## config.mk

```make
export PLATFORM = sky130hd
export DESIGN_NAME = zone_scan_people_counter_flat
export DESIGN_NICKNAME = d
export VERILOG_FILES = /design/src/rtl/zspc_pkg.sv /design/src/rtl/zspc_in_if.sv /design/src/rtl/zspc_out_if.sv /design/src/rtl/zone_scan_people_counter.sv /design/src/rtl/zspc_frame_scan.sv /design/src/rtl/zspc_passage_fsm.sv /design/src/flat_wrapper.sv
export SDC_FILE = /design/constraint.sdc
export NUM_CORES = 1
export LEC_CHECK = 0
export BUFFER_PORTS_ARGS = -buffer_cell sky130_fd_sc_hd__buf_2
export CAP_MARGIN = 20
export CORE_MARGIN = 1.5
export CORE_UTILIZATION = 24
export CTS_BUF_LIST = sky130_fd_sc_hd__clkbuf_2 sky130_fd_sc_hd__clkbuf_4 sky130_fd_sc_hd__clkbuf_8
export CTS_CLUSTER_SIZE = 20
export DETAILED_ROUTE_END_ITERATION = 6
export HOLD_SLACK_MARGIN = 0.1
export RECOVER_POWER = 50
export SLEW_MARGIN = 20
export SYNTH_ARGS = -nofsm -noshare
export SYNTH_HDL_FRONTEND = slang
export SYNTH_HIERARCHICAL = 1
export SYNTH_SLANG_ARGS = --single-unit
```

## constraint.sdc

```tcl
create_clock -name clk -period 4.3 [get_ports clk]
set_input_delay 0.215 -clock clk [delete_from_list [all_inputs] [get_ports clk]]
set_output_delay 0.215 -clock clk [all_outputs]
set_load 0.01 [all_outputs]
```

## src/rtl/zspc_pkg.sv

```systemverilog
package zspc_pkg;

  // Field widths of the words on both channels.
  localparam int DIST_W  = 16;
  localparam int COUNT_W = 16;
  localparam int OCC_W   = 15;

  // Zone counters are sized for the largest supported frame of 16 zones.
  localparam int DEFAULT_MAX_ZONES = 16;
  localparam int ZONE_POS_W        = 5;
  localparam int ZONE_IDX_W        = 4;

  // Threshold value after reset.
  localparam logic [DIST_W-1:0] THRESH_RESET = 16'd1500;

  // Saturation limits of the signed room count.
  localparam logic signed [COUNT_W-1:0] COUNT_MAX = 16'sh7FFF;
  localparam logic signed [COUNT_W-1:0] COUNT_MIN = 16'sh8000;

  // Crossing reported with a frame's result.
  typedef enum logic [1:0] {
    EV_NONE  = 2'd0,
    EV_ENTRY = 2'd1,
    EV_EXIT  = 2'd2
  } crossing_ev_t;

  // Summary of a frame as seen at its final zone.
  typedef struct packed {
    logic                  person;
    logic                  first_person;
    logic                  best_found;
    logic [ZONE_IDX_W-1:0] best_zone;
    logic [ZONE_POS_W-1:0] size;
  } frame_sum_t;

  // One result word.
  typedef struct packed {
    logic [OCC_W-1:0]          occupancy;
    logic signed [COUNT_W-1:0] raw_count;
    crossing_ev_t              crossing_event;
    logic                      tracking;
  } count_res_t;

endpackage

```

## src/rtl/zspc_in_if.sv

```systemverilog
interface zspc_in_if
  import zspc_pkg::*;
();
  logic              valid;
  logic              ready;
  logic [DIST_W-1:0] distance;
  logic              last_zone;

  modport source (output valid, output distance, output last_zone, input ready);
  modport sink (input valid, input distance, input last_zone, output ready);
endinterface

```

## src/rtl/zspc_out_if.sv

```systemverilog
interface zspc_out_if
  import zspc_pkg::*;
();
  logic                      valid;
  logic                      ready;
  logic [OCC_W-1:0]          occupancy;
  logic signed [COUNT_W-1:0] raw_count;
  logic [1:0]                crossing_event;
  logic                      tracking;

  modport source (output valid, output occupancy, output raw_count,
                  output crossing_event, output tracking, input ready);
  modport sink (input valid, input occupancy, input raw_count,
                input crossing_event, input tracking, output ready);
endinterface

```

## src/rtl/zone_scan_people_counter.sv

```systemverilog
// Bidirectional people counter for a multi-zone ranging sensor. Each input
// word is one zone's distance, with last_zone set on the frame's final zone;
// exactly one result word follows each frame, carrying the signed count, the
// occupancy clamped at zero, the crossing counted in that frame and the
// tracking flag. A zone holds a person when its distance is below
// presence_threshold, written through cfg_wr_en and cfg_wr_data; the user must
// write it only while idle, which the block itself does not enforce. The
// block takes one word per cycle, except that a stalled output blocks a
// final zone (other zones keep flowing): each word is held in an input
// register and processed into the frame registers, and the frame's result
// word is loaded into the output register as its final zone moves on.
module zone_scan_people_counter
  import zspc_pkg::*;
#(
  parameter int MAX_ZONES = DEFAULT_MAX_ZONES
) (
  input  logic              clk,
  input  logic              rst_n,
  zspc_in_if.sink           in_bus,
  zspc_out_if.source        out_bus,
  input  logic              cfg_wr_en,
  input  logic [DIST_W-1:0] cfg_wr_data
);

  logic              item_v_r;
  logic [DIST_W-1:0] item_dist_r;
  logic              item_last_r;
  logic [DIST_W-1:0] thresh_r;
  logic              out_v_r;
  count_res_t        out_res_r;
  logic              out_free;
  logic              advance;
  logic              frame_end;
  frame_sum_t        sum;
  count_res_t        res;

  // Handshake: a registered word moves on unless it ends a frame and the
  // result register is still full.
  assign out_free     = !out_v_r || out_bus.ready;
  assign advance      = item_v_r && (!item_last_r || out_free);
  assign frame_end    = advance && item_last_r;
  assign in_bus.ready = !item_v_r || advance;

  // Threshold register.
  always_ff @(posedge clk) begin
    if (!rst_n) begin
      thresh_r <= THRESH_RESET;
    end else if (cfg_wr_en) begin
      thresh_r <= cfg_wr_data;
    end
  end

  // Input register.
  always_ff @(posedge clk) begin
    if (!rst_n) begin
      item_v_r <= 1'b0;
    end else if (in_bus.ready) begin
      item_v_r <= in_bus.valid;
    end
  end

  always_ff @(posedge clk) begin
    if (in_bus.valid && in_bus.ready) begin
      item_dist_r <= in_bus.distance;
      item_last_r <= in_bus.last_zone;
    end
  end

  zspc_frame_scan #(
    .MAX_ZONES (MAX_ZONES)
  ) u_scan (
    .clk       (clk),
    .rst_n     (rst_n),
    .fire      (advance),
    .distance  (item_dist_r),
    .last_zone (item_last_r),
    .threshold (thresh_r),
    .sum       (sum)
  );

  zspc_passage_fsm u_fsm (
    .clk       (clk),
    .rst_n     (rst_n),
    .frame_end (frame_end),
    .sum       (sum),
    .res       (res)
  );

  // Result register.
  always_ff @(posedge clk) begin
    if (!rst_n) begin
      out_v_r <= 1'b0;
    end else if (frame_end) begin
      out_v_r <= 1'b1;
    end else if (out_bus.ready) begin
      out_v_r <= 1'b0;
    end
  end

  always_ff @(posedge clk) begin
    if (frame_end) begin
      out_res_r <= res;
    end
  end

  assign out_bus.valid          = out_v_r;
  assign out_bus.occupancy      = out_res_r.occupancy;
  assign out_bus.raw_count      = out_res_r.raw_count;
  assign out_bus.crossing_event = out_res_r.crossing_event;
  assign out_bus.tracking       = out_res_r.tracking;

endmodule

```

## src/rtl/zspc_frame_scan.sv

```systemverilog
module zspc_frame_scan
  import zspc_pkg::*;
#(
  parameter int MAX_ZONES = DEFAULT_MAX_ZONES
) (
  input  logic              clk,
  input  logic              rst_n,
  input  logic              fire,
  input  logic [DIST_W-1:0] distance,
  input  logic              last_zone,
  input  logic [DIST_W-1:0] threshold,
  output frame_sum_t        sum
);

  localparam logic [ZONE_POS_W-1:0] ZoneLimit = ZONE_POS_W'(MAX_ZONES);

  logic [ZONE_POS_W-1:0] pos_r, pos_nxt;
  logic [DIST_W-1:0]     best_dist_r, best_dist_nxt;
  logic [ZONE_IDX_W-1:0] best_zone_r, best_zone_nxt;
  logic                  best_found_r, best_found_nxt;
  logic                  first_person_r, first_person_nxt;
  logic                  person;

  // Per-zone update of the running frame summary.
  always_comb begin
    person           = distance < threshold;
    pos_nxt          = pos_r;
    best_dist_nxt    = best_dist_r;
    best_zone_nxt    = best_zone_r;
    best_found_nxt   = best_found_r;
    first_person_nxt = first_person_r;
    if (pos_r < ZoneLimit) begin
      if (pos_r == '0) begin
        first_person_nxt = person;
      end
      if (person && (distance > best_dist_r)) begin
        best_dist_nxt  = distance;
        best_zone_nxt  = pos_r[ZONE_IDX_W-1:0];
        best_found_nxt = 1'b1;
      end
      pos_nxt = pos_r + 1'b1;
    end
  end

  // The summary includes the zone being processed now.
  assign sum.person       = person;
  assign sum.first_person = first_person_nxt;
  assign sum.best_found   = best_found_nxt;
  assign sum.best_zone    = best_zone_nxt;
  assign sum.size         = pos_nxt;

  // Frame registers, cleared after the final zone.
  always_ff @(posedge clk) begin
    if (!rst_n || (fire && last_zone)) begin
      pos_r          <= '0;
      best_dist_r    <= '0;
      best_zone_r    <= '0;
      best_found_r   <= 1'b0;
      first_person_r <= 1'b0;
    end else if (fire) begin
      pos_r          <= pos_nxt;
      best_dist_r    <= best_dist_nxt;
      best_zone_r    <= best_zone_nxt;
      best_found_r   <= best_found_nxt;
      first_person_r <= first_person_nxt;
    end
  end

endmodule

```

## src/rtl/zspc_passage_fsm.sv

```systemverilog
module zspc_passage_fsm
  import zspc_pkg::*;
(
  input  logic       clk,
  input  logic       rst_n,
  input  logic       frame_end,
  input  frame_sum_t sum,
  output count_res_t res
);

  logic                      started_r, started_nxt;
  logic                      start_valid_r, start_valid_nxt;
  logic [ZONE_IDX_W-1:0]     start_zone_r, start_zone_nxt;
  logic                      done_r, done_nxt;
  logic signed [COUNT_W-1:0] count_r, count_nxt;
  crossing_ev_t              ev;
  logic [ZONE_POS_W-1:0]     half;
  logic                      low_start;

  // Passage tracking and counting at the end of a frame.
  always_comb begin
    half            = sum.size >> 1;
    low_start       = {1'b0, start_zone_r} < half;
    started_nxt     = started_r | sum.best_found;
    start_valid_nxt = start_valid_r;
    start_zone_nxt  = start_zone_r;
    done_nxt        = done_r;
    count_nxt       = count_r;
    ev              = EV_NONE;
    if (started_nxt) begin
      if (!start_valid_r) begin
        start_zone_nxt  = sum.best_zone;
        start_valid_nxt = sum.best_found;
      end else if (!done_r) begin
        if (low_start && sum.person) begin
          if (count_r != COUNT_MAX) begin
            count_nxt = count_r + 16'sd1;
          end
          done_nxt = 1'b1;
          ev       = EV_ENTRY;
        end else if (!low_start && sum.first_person) begin
          if (count_r != COUNT_MIN) begin
            count_nxt = count_r - 16'sd1;
          end
          done_nxt = 1'b1;
          ev       = EV_EXIT;
        end
      end else if (!sum.best_found) begin
        started_nxt     = 1'b0;
        done_nxt        = 1'b0;
        start_valid_nxt = 1'b0;
        start_zone_nxt  = '0;
      end
    end
  end

  // Result word built from the updated state.
  assign res.occupancy      = count_nxt[COUNT_W-1] ? '0 : count_nxt[OCC_W-1:0];
  assign res.raw_count      = count_nxt;
  assign res.crossing_event = ev;
  assign res.tracking       = started_nxt;

  always_ff @(posedge clk) begin
    if (!rst_n) begin
      started_r     <= 1'b0;
      start_valid_r <= 1'b0;
      start_zone_r  <= '0;
      done_r        <= 1'b0;
      count_r       <= '0;
    end else if (frame_end) begin
      started_r     <= started_nxt;
      start_valid_r <= start_valid_nxt;
      start_zone_r  <= start_zone_nxt;
      done_r        <= done_nxt;
      count_r       <= count_nxt;
    end
  end

endmodule

```

## src/flat_wrapper.sv

```systemverilog
// flat-port wrapper written by rule: the top's interface ports become plain ports
module zone_scan_people_counter_flat import zspc_pkg::*;
#(
  parameter int MAX_ZONES = DEFAULT_MAX_ZONES
)
  (clk, rst_n, cfg_wr_en, cfg_wr_data, in_bus_valid, in_bus_distance, in_bus_last_zone, in_bus_ready, out_bus_valid, out_bus_occupancy, out_bus_raw_count, out_bus_crossing_event, out_bus_tracking, out_bus_ready);
  zspc_in_if in_bus_i ();
  zspc_out_if out_bus_i ();
  input  logic clk;
  input  logic rst_n;
  input  logic cfg_wr_en;
  input  logic [DIST_W-1:0] cfg_wr_data;
  input wire logic [$bits(in_bus_i.valid)-1:0] in_bus_valid;
  input wire logic [$bits(in_bus_i.distance)-1:0] in_bus_distance;
  input wire logic [$bits(in_bus_i.last_zone)-1:0] in_bus_last_zone;
  output wire logic [$bits(in_bus_i.ready)-1:0] in_bus_ready;
  output wire logic [$bits(out_bus_i.valid)-1:0] out_bus_valid;
  output wire logic [$bits(out_bus_i.occupancy)-1:0] out_bus_occupancy;
  output wire logic [$bits(out_bus_i.raw_count)-1:0] out_bus_raw_count;
  output wire logic [$bits(out_bus_i.crossing_event)-1:0] out_bus_crossing_event;
  output wire logic [$bits(out_bus_i.tracking)-1:0] out_bus_tracking;
  input wire logic [$bits(out_bus_i.ready)-1:0] out_bus_ready;
  assign in_bus_i.valid = in_bus_valid;
  assign in_bus_i.distance = in_bus_distance;
  assign in_bus_i.last_zone = in_bus_last_zone;
  assign in_bus_ready = in_bus_i.ready;
  assign out_bus_valid = out_bus_i.valid;
  assign out_bus_occupancy = out_bus_i.occupancy;
  assign out_bus_raw_count = out_bus_i.raw_count;
  assign out_bus_crossing_event = out_bus_i.crossing_event;
  assign out_bus_tracking = out_bus_i.tracking;
  assign out_bus_i.ready = out_bus_ready;
  zone_scan_people_counter #(.MAX_ZONES(MAX_ZONES)) u_core (.clk(clk), .rst_n(rst_n), .in_bus(in_bus_i), .out_bus(out_bus_i), .cfg_wr_en(cfg_wr_en), .cfg_wr_data(cfg_wr_data));
endmodule
```

==> results.py <==
metrics = {
    "run_status": {
        "status": "finished with violations",
        "violations": "max-capacitance violations, max-slew violations",
    },
    "cts": {
        "cts_tree": "done",
        "ctsLongestPathBuffers": 2,
        "cts.sinks": 119,
        "clock_latency_ns": 0.44,
        "ctsHtreeMaxLevel": 4,
        "clk_pin_slew_worst_paths_ns": 0.07,
        "ctsResizeCount": 0,
        "cts_buffers": 17,
        "cts-root-buf": "clkbuf_8",
    },
    "placed_design": {
        "portBuffers": 73,
        "gp_congestion": 0.864,
        "dp_hpwl_mm": 10.6,
    },
    "critical_path": {
        "crit_path_end": "u_core/out_bus.raw_count[1]$_DFFE_PP_",
        "cp_top_family": "compound AO/OA/AOI/OAI gates",
        "r2r_slack_ns": 0.35,
        "cp_num_cells": 13,
        "reg2reg_depth": 13,
        "path_cells": "ha_1 -> a21oi_1 -> o21ai_0 -> a21oi_1 -> nand3_4 -> or4_4 -> nand2b_1 -> o21a_1 -> buf_4 -> nand3_1 -> o211a_1 -> a211oi_1 -> inv_1",
        "startpoint": "u_core/item_dist_r[15]$_DFFE_PP_",
        "cpPeakStageDelay_ns": 0.61,
        "start_kind": "register",
        "path_buf_inv": 2,
        "worstSetupPathType": "reg -> reg",
        "crit_top_cell": "a21oi_1",
        "r2r_end": "u_core/out_bus.raw_count[1]$_DFFE_PP_",
        "r2r_start": "u_core/item_dist_r[15]$_DFFE_PP_",
        "critPathMaxFanout": 14,
        "cp-end-kind": "register",
        "worst_ep_arrival_time_ns": 4.11,
        "critPathRequiredTime_ns": 4.47,
        "cp_slowest_cell": "or4_4",
    },
    "layout": {
        "antenna_cells": 0,
        "areaGrowthSynthToFinish_pct": 19.8,
        "final_util": 0.293,
        "final_layout_size_suffix_gt1_frac": 0.141,
        "final_nets": 815,
    },
    "routing": {
        "drcViolationCount": 0,
        "wl_mm": 15.1,
        "num_vias": 5192,
        "avgViaCountPerCell": 4.75,
        "drt_pre_antenna_iters": 5,
        "wl_per_cell_um": 13.8,
        "ant_nets": 0,
        "drtIter0Drc": 295,
    },
    "floorplanning": {
        "die-area_um2": 28400,
        "num_rows": 60,
        "coreArea_um2": 26900,
        "die_h_um": 168,
        "die_x_um": 168,
        "start_util": 0.244,
        "ios": 74,
    },
    "yosys": {
        "syn_nets": 723,
        "post_synth.cell_area_avg_um2": 10.2,
        "ys_warn_count": 6,
        "synth_area_um2": 6570,
        "netlist_instances": 646,
    },
    "grt": {
        "antenna_found_initial": 0,
        "gr-total-overflow": 0,
        "grt_pass1_vias": 4933,
        "grt_pass1_wl_mm": 24.5,
        "grt_busiest_layer": "met2",
        "grtUsageMet2": 0.189,
        "grt_use_met1": 0.130,
        "met3_usage": 0.0214,
        "grt_max_degree": 41,
        "grt_usage": 0.107,
    },
    "timing": {
        "tns_ns": 0,
        "fin_crit_ns": 3.95,
        "drv_slew": 41,
        "worst_pin_slew_ns": 2.01,
        "hold_viol": 0,
        "finalSetupViolCount": 0,
        "finalCritPeriodShare": 0.917,
        "fmax_mhz": 253,
        "slew_headroom": -0.339,
        "rsz0062_at_grt": "false",
        "clock_skew_ns": 0.0144,
    },
    "run": {
        "maxCapViolations": 1,
    },
    "power": {
        "p_leak_nw": 2.97,
        "p_per_area_nw_per_um2": 341,
        "vdd_drop_max_uv": 145,
    },
    "worst_hold_path": {
        "holdCritPathClass": "in -> reg",
    },
}
==> sequential cells by signal, summed over array words and instances (netlist names), 4 cells and up <==
| name | cells |
|---|---|
| u_core/u_fsm/count_r | 16 |
| u_core/u_scan/pos_r | 5 |
| u_core/out_bus.occupancy | 15 |
| u_core/u_fsm/start_zone_r | 4 |
| u_core/out_bus.raw_count | 16 |
| u_core/item_dist_r | 16 |
| u_core/thresh_r | 16 |
| u_core/u_scan/best_dist_r | 16 |
| u_core/u_scan/best_zone_r | 4 |
==> routing by layer <==
metal | up-vias | part of all wire
met3 | 24 | 0.047
met4 | 0 | 0.017
met5 | - | 0
li1 | 2540 | -
met2 | 166 | 0.49
met1 | 2462 | 0.45
==> worst register-to-register path: cells and delay by family, from the launching register on <==
family | cells | cell delay (ns)
compound gates | 6 | 1.41
simple gates | 4 | 1.18
flops | 1 | 0.43
buf+inv | 2 | 0.29
fa+ha+maj | 1 | 0.35
==> how the worst min path moves through the flow <==
stage	from	endpoint	slack, ns	cells past startpoint
5_1_grt	rst_n	u_core/thresh_r[3]$_SDFFE_PN1P_	0.19	2
6_report	rst_n	u_core/thresh_r[7]$_SDFFE_PN1P_	0.16	2
2_1_floorplan	in_bus_distance[0]	u_core/item_dist_r[0]$_DFFE_PP_	0.31	0
3_5_place_dp	in_bus_distance[9]	u_core/item_dist_r[9]$_DFFE_PP_	0.39	1
3_3_place_gp	in_bus_distance[8]	u_core/item_dist_r[8]$_DFFE_PP_	0.40	1
4_1_cts	rst_n	u_core/thresh_r[7]$_SDFFE_PN1P_	0.16	2
==> cell type report <==
cell class,instances,area (um2)
multi-input cells,433,3180
well taps,341,427
repair buffers,114,703
fillers,2845,19000
clock inverters,11,171
inverters,53,213
flip-flops and latches,119,2890
clock buffers,21,283
==> through the flow <==
step / power [mW] / std cells / setup WS [ns] / hold WS (ns) / area [um2]
floorplan: 1.47 / 646 / 0.879 / 0.314 / 6570
global placement: 1.53 / 1025 / 0.442 / 0.395 / 7130
detailed placement: 1.54 / 1025 / 0.422 / 0.394 / 7130
CTS: 2.71 / 1092 / 0.381 / 0.157 / 7930
global route: 2.79 / 1092 / 0.101 / 0.189 / 7870
finish: 2.68 / 1092 / 0.355 / 0.162 / 7870
==> cells in the final DEF, fill, tap and decap left out, drive strengths merged, types with 6 or more instances in the layout <==
cell type / n
clkbuf: 65
and4: 9
o21a: 7
mux2i: 17
or3: 7
nand2: 32
dfxtp: 68
edfxtp: 51
mux2: 6
o21ai: 27
nor2b: 24
nor3: 9
nor2: 42
xnor2: 17
and2: 6
nor4: 8
dlygate4sd3: 35
o31ai: 18
nand4: 30
a22oi: 6
inv: 52
a21oi: 38
buf: 35
and3: 10
nand3: 18
ha: 39
==> timing repair <==
action                    CTS  global route
hold endpoints to repair   35             0
setup buffers               0             0
hold buffers               35             0
==> power breakdown <==
group / switching, mW / internal (mW) / total, mW
combinational: 0.176 / 0.121 / 0.298
sequential: 0.0237 / 1.21 / 1.24
clock: 0.462 / 0.685 / 1.15
No activity file was read; power rests on OpenSTA's default activity.
